File: src/hdl/bedr_pkg.sv
`default_nettype none
package bedr_pkg;

  localparam int MAX_PATTERN = 256;
  localparam int MAX_RADIUS  = 15;
  localparam int BAND_DEPTH  = 2 * MAX_RADIUS + 1;
  localparam int PAT_AW      = $clog2(MAX_PATTERN);
  localparam int IDX_W       = $clog2(BAND_DEPTH);

  localparam int FUNC_W   = 2;
  localparam int CHAR_W   = 8;
  localparam int PIDX_W   = 8;
  localparam int LEVEL_W  = 9;
  localparam int RADIUS_W = 4;
  localparam int PLEN_W   = 9;
  localparam int ENTRY_W  = 5;
  localparam int VALUE_W  = 8;

  localparam int APB_AW = 3;
  localparam int APB_DW = 32;

  typedef enum logic [FUNC_W-1:0] {
    FN_LOAD_CHAR = 2'd0,
    FN_LOAD_ROOT = 2'd1,
    FN_STEP      = 2'd2,
    FN_UNUSED    = 2'd3
  } func_t;

  typedef enum logic {
    REG_RADIUS = 1'b0,
    REG_PLEN   = 1'b1
  } reg_idx_t;

  typedef enum logic [1:0] {
    ST_IDLE,
    ST_ISSUE,
    ST_DRAIN
  } state_t;

  typedef struct packed {
    logic             pat_write;
    logic             root_load;
    logic             step_load;
    logic             issue;
    logic [IDX_W-1:0] idx;
  } ctrl_cmd_t;

  typedef struct packed {
    logic issue_ok;
    logic drained;
  } dp_status_t;

endpackage
`default_nettype wire

File: src/hdl/bedr_if.sv
`default_nettype none
interface bedr_in_if;
  import bedr_pkg::*;
  logic                valid;
  logic                ready;
  logic [FUNC_W-1:0]   func;
  logic [CHAR_W-1:0]   base_char;
  logic [PIDX_W-1:0]   pattern_index;
  logic [LEVEL_W-1:0]  row_level;

  modport source (output valid, func, base_char, pattern_index, row_level, input ready);
  modport sink (input valid, func, base_char, pattern_index, row_level, output ready);
endinterface

interface bedr_out_if;
  import bedr_pkg::*;
  logic                valid;
  logic                ready;
  logic [ENTRY_W-1:0]  entry_index;
  logic [VALUE_W-1:0]  entry_value;
  logic                within_limit;
  logic                last;

  modport source (output valid, entry_index, entry_value, within_limit, last, input ready);
  modport sink (input valid, entry_index, entry_value, within_limit, last, output ready);
endinterface
`default_nettype wire

File: src/hdl/banded_edit_distance_row.sv
// Banded edit-distance row engine.
// item channel: one beat per command. func selects a pattern character load
// (base_char into pattern_index), a root row load, or a step with base_char
// at row_level. Loads return nothing.
// result channel: a step returns 2*band_radius+1 beats, entry 0 first; the
// final beat has last set and within_limit telling whether any entry of the
// new row is at most band_radius.
// Timing: a step walks all 31 band slots through one compare/min unit, one
// slot per cycle while result is not stalled; the registered pattern-store
// read is addressed from the issue stage. The first result passes the state
// register, the compute stage and the result register. A stall on result
// holds the compute stage; the result register keeps its beat and the walk
// resumes when it is taken. The next item is taken once the walk ends, even
// while the final beat still waits.
// Config over APB: band_radius at 0x0, pattern_length at 0x4; write only
// while idle.
// Reset: band_radius 1, pattern_length 0, band row all zero. The pattern
// store is not cleared and must be loaded before steps read it.
`default_nettype none
module banded_edit_distance_row (
  input  wire logic                        clk,
  input  wire logic                        rst,
  bedr_in_if.sink                          item,
  bedr_out_if.source                       result,
  input  wire logic                        psel,
  input  wire logic                        penable,
  input  wire logic                        pwrite,
  input  wire logic [bedr_pkg::APB_AW-1:0] paddr,
  input  wire logic [bedr_pkg::APB_DW-1:0] pwdata,
  output logic      [bedr_pkg::APB_DW-1:0] prdata,
  output logic                             pready
);
  import bedr_pkg::*;

  logic [RADIUS_W-1:0] band_radius;
  logic [PLEN_W-1:0]   pattern_length;
  logic [RADIUS_W-1:0] tau;
  logic [PLEN_W-1:0]   plen;
  logic                wr_en;
  reg_idx_t            reg_sel;
  ctrl_cmd_t           cmd;
  dp_status_t          status;

  assign pready  = 1'b1;
  assign wr_en   = psel && penable && pwrite && pready;
  assign reg_sel = reg_idx_t'(paddr[2]);

  always_ff @(posedge clk) begin
    if (rst) begin
      band_radius    <= RADIUS_W'(1);
      pattern_length <= '0;
    end else if (wr_en) begin
      case (reg_sel)
        REG_RADIUS: band_radius <= pwdata[RADIUS_W-1:0];
        REG_PLEN:   pattern_length <= pwdata[PLEN_W-1:0];
        default: ;
      endcase
    end
  end

  always_comb begin
    case (reg_sel)
      REG_RADIUS: prdata = APB_DW'(band_radius);
      REG_PLEN:   prdata = APB_DW'(pattern_length);
      default:    prdata = '0;
    endcase
  end

  assign tau  = (32'(band_radius) > MAX_RADIUS) ? RADIUS_W'(MAX_RADIUS) : band_radius;
  assign plen = (32'(pattern_length) > MAX_PATTERN) ? PLEN_W'(MAX_PATTERN)
                                                    : pattern_length;

  bedr_ctrl u_ctrl (
    .clk        (clk),
    .rst        (rst),
    .item_valid (item.valid),
    .item_func  (item.func),
    .item_ready (item.ready),
    .status     (status),
    .cmd        (cmd)
  );

  bedr_dp u_dp (
    .clk        (clk),
    .rst        (rst),
    .cmd        (cmd),
    .status     (status),
    .item_char  (item.base_char),
    .item_pidx  (item.pattern_index),
    .item_level (item.row_level),
    .tau        (tau),
    .plen       (plen),
    .result     (result)
  );
endmodule
`default_nettype wire

File: src/hdl/bedr_ram.sv
`default_nettype none
module bedr_ram #(
  parameter int WIDTH = 8,
  parameter int DEPTH = 256
) (
  input  wire logic                     clk,
  input  wire logic                     we,
  input  wire logic [$clog2(DEPTH)-1:0] waddr,
  input  wire logic [WIDTH-1:0]         wdata,
  input  wire logic                     re,
  input  wire logic [$clog2(DEPTH)-1:0] raddr,
  output logic      [WIDTH-1:0]         rdata
);
  logic [WIDTH-1:0] mem [DEPTH];

  always_ff @(posedge clk) begin
    if (we) begin
      mem[waddr] <= wdata;
    end
    if (re) begin
      rdata <= mem[raddr];
    end
  end
endmodule
`default_nettype wire

File: src/hdl/bedr_ctrl.sv
`default_nettype none
module bedr_ctrl (
  input  wire logic                       clk,
  input  wire logic                       rst,
  input  wire logic                       item_valid,
  input  wire logic [bedr_pkg::FUNC_W-1:0] item_func,
  output logic                            item_ready,
  input  wire bedr_pkg::dp_status_t       status,
  output bedr_pkg::ctrl_cmd_t             cmd
);
  import bedr_pkg::*;

  state_t           state, state_next;
  logic [IDX_W-1:0] cnt, cnt_next;
  logic             take;

  always_ff @(posedge clk) begin
    if (rst) begin
      state <= ST_IDLE;
      cnt   <= '0;
    end else begin
      state <= state_next;
      cnt   <= cnt_next;
    end
  end

  always_comb begin
    state_next    = state;
    cnt_next      = cnt;
    item_ready    = 1'b0;
    take          = 1'b0;
    cmd           = '0;
    cmd.idx       = cnt;
    case (state)
      ST_IDLE: begin
        item_ready = !rst;
        take       = item_valid && !rst;
        if (take) begin
          case (func_t'(item_func))
            FN_LOAD_CHAR: cmd.pat_write = 1'b1;
            FN_LOAD_ROOT: cmd.root_load = 1'b1;
            FN_STEP: begin
              cmd.step_load = 1'b1;
              cnt_next      = '0;
              state_next    = ST_ISSUE;
            end
            default: ;
          endcase
        end
      end
      ST_ISSUE: begin
        // walk the full band store so the row shift line ends in order
        cmd.issue = status.issue_ok;
        if (status.issue_ok) begin
          cnt_next = cnt + 1'b1;
          if (cnt == IDX_W'(BAND_DEPTH - 1)) begin
            state_next = ST_DRAIN;
          end
        end
      end
      ST_DRAIN: begin
        if (status.drained) begin
          state_next = ST_IDLE;
        end
      end
      default: state_next = ST_IDLE;
    endcase
  end
endmodule
`default_nettype wire

File: src/hdl/bedr_dp.sv
`default_nettype none
module bedr_dp (
  input  wire logic                         clk,
  input  wire logic                         rst,
  input  wire bedr_pkg::ctrl_cmd_t          cmd,
  output bedr_pkg::dp_status_t              status,
  input  wire logic [bedr_pkg::CHAR_W-1:0]   item_char,
  input  wire logic [bedr_pkg::PIDX_W-1:0]   item_pidx,
  input  wire logic [bedr_pkg::LEVEL_W-1:0]  item_level,
  input  wire logic [bedr_pkg::RADIUS_W-1:0] tau,
  input  wire logic [bedr_pkg::PLEN_W-1:0]   plen,
  bedr_out_if.source                        result
);
  import bedr_pkg::*;

  localparam int COL_W = LEVEL_W + 2;

  logic [CHAR_W-1:0]  step_char;
  logic [LEVEL_W-1:0] step_level;
  logic [VALUE_W-1:0] row [BAND_DEPTH];

  // issue stage
  logic signed [COL_W-1:0] col;
  logic [COL_W-1:0]        col_m1;
  logic                    a_inrange, a_inband, a_lastband;
  logic [IDX_W:0]          two_tau;

  // compute stage
  logic               b_valid, b_go;
  logic [IDX_W-1:0]   b_idx;
  logic               b_inrange, b_inband, b_first, b_lastband;
  logic [VALUE_W-1:0] prev_new;
  logic               any_hit;
  logic [CHAR_W-1:0]  pat_q;
  logic [VALUE_W:0]   s_diag, s_left, s_up;
  logic [VALUE_W-1:0] v_min, v;
  logic               v_hit;

  logic out_valid;

  bedr_ram #(.WIDTH(CHAR_W), .DEPTH(MAX_PATTERN)) u_pat (
    .clk   (clk),
    .we    (cmd.pat_write && (32'(item_pidx) < MAX_PATTERN)),
    .waddr (PAT_AW'(item_pidx)),
    .wdata (item_char),
    .re    (cmd.issue),
    .raddr (PAT_AW'(col_m1)),
    .rdata (pat_q)
  );

  always_ff @(posedge clk) begin
    if (cmd.step_load) begin
      step_char  <= item_char;
      step_level <= item_level;
    end
  end

  always_comb begin
    two_tau    = (IDX_W + 1)'({tau, 1'b0});
    col        = $signed({2'b00, step_level}) - $signed(COL_W'(tau))
                 + $signed(COL_W'(cmd.idx));
    col_m1     = COL_W'(col) - COL_W'(1);
    a_inband   = (IDX_W + 1)'(cmd.idx) <= two_tau;
    a_lastband = (IDX_W + 1)'(cmd.idx) == two_tau;
    a_inrange  = a_inband && !col[COL_W-1] && (col != '0)
                 && (COL_W'(col) <= COL_W'(plen));
  end

  assign b_go            = b_valid && (!out_valid || result.ready);
  assign status.issue_ok = !b_valid || b_go;
  assign status.drained  = !b_valid;

  always_ff @(posedge clk) begin
    if (rst) begin
      b_valid <= 1'b0;
    end else if (cmd.issue) begin
      b_valid <= 1'b1;
    end else if (b_go) begin
      b_valid <= 1'b0;
    end
  end

  always_ff @(posedge clk) begin
    if (cmd.issue) begin
      b_idx      <= cmd.idx;
      b_inrange  <= a_inrange;
      b_inband   <= a_inband;
      b_first    <= cmd.idx == '0;
      b_lastband <= a_lastband;
    end
  end

  // row[0] is old[i], row[1] is old[i+1] as the row shifts past
  always_comb begin
    s_diag = (VALUE_W + 1)'(row[0]) + (VALUE_W + 1)'(pat_q != step_char);
    s_left = (VALUE_W + 1)'(prev_new) + (VALUE_W + 1)'(1);
    s_up   = (VALUE_W + 1)'(row[1]) + (VALUE_W + 1)'(1);
    v_min  = s_diag[VALUE_W] ? '1 : s_diag[VALUE_W-1:0];
    if (!b_first && !s_left[VALUE_W] && (s_left[VALUE_W-1:0] < v_min)) begin
      v_min = s_left[VALUE_W-1:0];
    end
    if (!b_lastband && !s_up[VALUE_W] && (s_up[VALUE_W-1:0] < v_min)) begin
      v_min = s_up[VALUE_W-1:0];
    end
    if (!b_inband) begin
      v = '0;
    end else if (!b_inrange) begin
      v = VALUE_W'(tau) + VALUE_W'(1);
    end else begin
      v = v_min;
    end
    v_hit = b_inband && (v <= VALUE_W'(tau));
  end

  always_ff @(posedge clk) begin
    if (rst) begin
      for (int k = 0; k < BAND_DEPTH; k++) begin
        row[k] <= '0;
      end
    end else if (cmd.root_load) begin
      for (int k = 0; k < BAND_DEPTH; k++) begin
        if (k <= int'(tau) || k > 2 * int'(tau)) begin
          row[k] <= '0;
        end else begin
          row[k] <= VALUE_W'(k - int'(tau));
        end
      end
    end else if (b_go) begin
      for (int k = 0; k < BAND_DEPTH - 1; k++) begin
        row[k] <= row[k+1];
      end
      row[BAND_DEPTH-1] <= v;
    end
  end

  always_ff @(posedge clk) begin
    if (b_go) begin
      prev_new <= v;
      any_hit  <= (b_first ? 1'b0 : any_hit) | v_hit;
    end
  end

  always_ff @(posedge clk) begin
    if (rst) begin
      out_valid <= 1'b0;
    end else if (b_go && b_inband) begin
      out_valid <= 1'b1;
    end else if (result.ready) begin
      out_valid <= 1'b0;
    end
  end

  always_ff @(posedge clk) begin
    if (b_go && b_inband) begin
      result.entry_index  <= ENTRY_W'(b_idx);
      result.entry_value  <= v;
      result.within_limit <= b_lastband && ((b_first ? 1'b0 : any_hit) | v_hit);
      result.last         <= b_lastband;
    end
  end

  assign result.valid = out_valid;
endmodule
`default_nettype wire

File: src/flat_wrapper.sv
// flat-port wrapper written by rule: the top's interface ports become plain ports
module banded_edit_distance_row_flat import bedr_pkg::*;
  (clk, rst, psel, penable, pwrite, paddr, pwdata, prdata, pready, item_valid, item_func, item_base_char, item_pattern_index, item_row_level, item_ready, result_valid, result_entry_index, result_entry_value, result_within_limit, result_last, result_ready);
  bedr_in_if item_i ();
  bedr_out_if result_i ();
  input  wire logic clk;
  input  wire logic rst;
  input  wire logic psel;
  input  wire logic penable;
  input  wire logic pwrite;
  input  wire logic [bedr_pkg::APB_AW-1:0] paddr;
  input  wire logic [bedr_pkg::APB_DW-1:0] pwdata;
  output logic      [bedr_pkg::APB_DW-1:0] prdata;
  output logic pready;
  input wire logic [$bits(item_i.valid)-1:0] item_valid;
  input wire logic [$bits(item_i.func)-1:0] item_func;
  input wire logic [$bits(item_i.base_char)-1:0] item_base_char;
  input wire logic [$bits(item_i.pattern_index)-1:0] item_pattern_index;
  input wire logic [$bits(item_i.row_level)-1:0] item_row_level;
  output wire logic [$bits(item_i.ready)-1:0] item_ready;
  output wire logic [$bits(result_i.valid)-1:0] result_valid;
  output wire logic [$bits(result_i.entry_index)-1:0] result_entry_index;
  output wire logic [$bits(result_i.entry_value)-1:0] result_entry_value;
  output wire logic [$bits(result_i.within_limit)-1:0] result_within_limit;
  output wire logic [$bits(result_i.last)-1:0] result_last;
  input wire logic [$bits(result_i.ready)-1:0] result_ready;
  assign item_i.valid = item_valid;
  assign item_i.func = item_func;
  assign item_i.base_char = item_base_char;
  assign item_i.pattern_index = item_pattern_index;
  assign item_i.row_level = item_row_level;
  assign item_ready = item_i.ready;
  assign result_valid = result_i.valid;
  assign result_entry_index = result_i.entry_index;
  assign result_entry_value = result_i.entry_value;
  assign result_within_limit = result_i.within_limit;
  assign result_last = result_i.last;
  assign result_i.ready = result_ready;
  banded_edit_distance_row u_core (.clk(clk), .rst(rst), .item(item_i), .result(result_i), .psel(psel), .penable(penable), .pwrite(pwrite), .paddr(paddr), .pwdata(pwdata), .prdata(prdata), .pready(pready));
endmodule
File: config.mk
export PLATFORM = sky130hd
export DESIGN_NAME = banded_edit_distance_row_flat
export DESIGN_NICKNAME = d
export VERILOG_FILES = /design/src/hdl/bedr_pkg.sv /design/src/hdl/bedr_if.sv /design/src/hdl/banded_edit_distance_row.sv /design/src/hdl/bedr_ram.sv /design/src/hdl/bedr_ctrl.sv /design/src/hdl/bedr_dp.sv /design/src/flat_wrapper.sv
export SDC_FILE = /design/constraint.sdc
export NUM_CORES = 2
export LEC_CHECK = 0
export BUFFER_PORTS_ARGS = -buffer_cell sky130_fd_sc_hd__buf_2
export CAP_MARGIN = 0
export CORE_ASPECT_RATIO = 1.1
export CORE_MARGIN = 3
export CORE_UTILIZATION = 40
export CTS_CLUSTER_DIAMETER = 30
export DETAILED_ROUTE_END_ITERATION = 8
export SLEW_MARGIN = 20
export SYNTH_ARGS = -nofsm -noshare
export SYNTH_HDL_FRONTEND = slang
export SYNTH_SLANG_ARGS = --single-unit
File: constraint.sdc
create_clock -name clk -period 16.5 [get_ports clk]
set_input_delay 1.65 -clock clk [delete_from_list [all_inputs] [get_ports clk]]
set_output_delay 1.65 -clock clk [all_outputs]
set_load 0.005 [all_outputs]
==> flow_summary.ini <==
[run_status]
status = completed

[logic_synthesis]
avgSynthCellArea_um2 = 18.2
yosys.cell_count.top_type = edfxtp_1
ys_seq_area_share_pct = 74.5
synth_edf_count = 2346
synthTopCellsByArea = edfxtp_1 74%, mux4_2 12%, nand2_1 2.2%, nor2_1 1.4%, nand3_1 0.94%
yosysTopAreaCellShare_pct = 73.8
yosysWarnings = 0
ys_types = 84
synth_commonest_cells = 2,346 x edfxtp_1, 560 x nand2_1, 512 x mux4_2
synth_area_um2 = 95400
synth-main-ff-cell = edfxtp_1
syn_inst = 5230
async_reset_ff_share_pct = 0
synth-seq-cells = 2376
yosysTopAreaCell = edfxtp_1

[layout]
final_util_pct = 48.5
finalNetCount = 5714
fillCellCount = 19300
area_delta_synth_final_pct = 20.3
multi_input_area_um2 = 23100
seqCellArea_um2 = 71000
drive_above_1_share_pct = 24.8

[worst_hold_path]
whs_endpoint = u_core.u_dp.result.entry_index[1]
min_path_cells = 0
holdCritStartpoint = u_core.u_dp.b_idx[1]
hold_class = flop to flop

[flow_run]
drv_cap = 0

[routing]
wl_per_cell_um = 25.9
drtAntennaViolNets = 0
drt-initial-drc-count = 5329
firstDrtPassIters = 6
routed_via_density = 5.56
routed_wl_um = 236000
via_count = 50500
drcViolationCount = 0

[pwr]
p_per_area_nw_per_um2 = 153
leakagePower_nw = 37.7
ir_worst_vdd_mv = 0.0967

[timing]
setup_tns_ps = 0
fmax_ghz = 0.120
tightest_slew_ps = 1170
maxSlewViolCount = 0
hold_viol = 0
fin_crit_ps = 8340
skew_ps = 60.7
fin_crit_sh_pct = 50.5
final-setup-viol-count = 0
relSlewSlack_pct = 22.0
rsz0062_at_grt = false

[clock_tree]
clkTransAtPathRegs_ps = 50
cts_tree = done
clkLatencyLatePin_ps = 970
cts_inserted_buffers = 460
htreeDepth = 5
cts_num_sinks = 2376
clock_path_buffers = 4
cts_root_buf = clkbuf_16
cts-resized-gates = 0
cts_hold_buf = 0
cts_setup_buffers = 0

[floorplanning]
die_height_um = 518
initial_core_util_pct = 40.3
die_w_um = 472
core-area_um2 = 237000
dieArea_um2 = 244000
rows = 187
ios = 119

[setup_path]
rr_startpoint = u_core.u_dp.step_char[1]
critical_path_class = flop to flop
r2r_cells = 27
timing.rr.end = u_core.u_dp.result.within_limit
critPathCaptureType = flop
critical_path_arrival_ps = 9140
critPathRequiredTime_ps = 17300
cp_max_fo = 11
crit_path_start_kind = flop
r2r_slack_ps = 8160

[grt]
grt_use_total_pct = 19.1
grt_overflow = 0
grt_max_degree = 238
grt_pass1_vias = 52200
grt_pass1_wl_um = 349000
antenna_found_initial = 15

[place]
io_buffer_count = 69
gp_congestion = 0.840
dp_hpwl_um = 136000
==> routing by layer <==
metal,GRT usage (%),routed length [um]
met1,25.5,95800
met2,30.6,114000
met3,4.40,17400
met4,7.23,7990
met5,0,52
==> stage by stage <==
| stage | hold slack, ps | power [W] | worst slack, ps | area [um2] | cells |
|---|---|---|---|---|---|
| CTS | 412 | 0.0177 | 8220 | 115000 | 9071 |
| detailed placement | 405 | 0.00859 | 8280 | 99400 | 8231 |
| floorplan | 400 | 0.00798 | 9870 | 95500 | 5252 |
| global placement | 411 | 0.00858 | 7960 | 99300 | 8229 |
| finish | 411 | 0.0176 | 8160 | 115000 | 9080 |
| global route | 418 | 0.0181 | 7600 | 115000 | 9076 |
==> worst max path at each step <==
stage          cells past startpoint                              end                      from
2_1_floorplan                     29  u_core.u_dp.result.within_limit  u_core.u_dp.step_char[5]
3_3_place_gp                      27  u_core.u_dp.result.within_limit  u_core.u_dp.step_char[6]
3_5_place_dp                      27  u_core.u_dp.result.within_limit  u_core.u_dp.step_char[1]
4_1_cts                           27  u_core.u_dp.result.within_limit  u_core.u_dp.step_char[1]
5_1_grt                           27  u_core.u_dp.result.within_limit  u_core.u_dp.step_char[1]
6_report                          27  u_core.u_dp.result.within_limit  u_core.u_dp.step_char[1]
==> cell families (layout without fill, tap and decap cells) <==
family	count (synthesis)	after routing	share of synthesized area (%)
xor+xnor	54	54	0.527
other cells	2	32	0.00787
mux	604	604	13.1
buf+inv	348	1050	1.62
flops	2376	2376	74.5
simple gates	1359	1359	6.29
compound gates	418	418	3.06
fa+ha+maj	69	69	0.921
==> cells in the final DEF (no fill, tap or decap), types with 26 or more instances in the layout <==
cell type	count
a21o_1	26
a21oi_1	56
a22o_1	38
and2_1	75
and3_1	40
buf_2	61
buf_4	85
bufinv_16	61
clkbuf_1	65
clkbuf_16	460
clkinv_1	52
clkinv_2	77
clkinv_4	34
clkinvlp_4	50
dfxtp_1	30
edfxtp_1	2346
ha_1	65
inv_1	44
inv_6	34
mux2_2	26
mux2i_1	65
mux4_2	512
nand2_1	559
nand3_1	174
nand4_1	52
nor2_1	350
o21ai_0	134
xor2_1	26
==> flip-flops by register name, indices dropped and copies added, names as in the netlist, 2 cells and up <==
name,count
u_core.u_dp.u_pat.mem,2048
u_core.u_dp.row,248
u_core.pattern_length,9
u_core.u_dp.step_level,9
u_core.u_dp.prev_new,8
u_core.u_dp.result.entry_value,8
u_core.u_dp.step_char,8
u_core.u_dp.u_pat.rdata,8
u_core.u_ctrl.cnt,5
u_core.u_dp.b_idx,5
u_core.u_dp.result.entry_index,5
u_core.band_radius,4
u_core.u_ctrl.state,2
==> final cells by class <==
| class | instances | share of cell area, % |
|---|---|---|
| Antenna cell | 8 | 0.0174 |
| Sequential cell | 2376 | 61.9 |
| Timing Repair Buffer | 162 | 1.07 |
| Clock buffer | 525 | 10.2 |
| Multi-Input combinational cell | 2528 | 20.1 |
| Inverter | 48 | 0.161 |
| Clock inverter | 315 | 3.09 |
| Tap cell | 3118 | 3.40 |
==> worst max-delay path: stages (launching register included) <==
cell and delay, ps:
edfxtp_1 370, xor2_1 170, nor4_1 410, nand2_1 360, ha_1 320, ha_1 210, and3_1 200, nand2_1 110
nor2_1 90, nor2b_1 170, ha_1 280, a2111oi_0 500, a211oi_1 180, a21oi_1 740, mux2_2 430, ha_1 340
nor2b_1 150, a2111oi_0 500, nand3_1 140, a21oi_1 580, nand2_1 110, a31oi_1 410, ha_1 320, nor2b_1 130
o21ai_0 210, o311ai_0 140, a311oi_1 390, a32o_1 220
==> power by group <==
part | leakage [nW] | switching (W) | internal, W
sequential | 21.7 | 0.0000212 | 0.00671
combinational | 8.65 | 0.00104 | 0.000688
clock | 7.36 | 0.00307 | 0.00605
total | 37.7 | 0.00413 | 0.0135
Power figures use the tool's default switching activity.
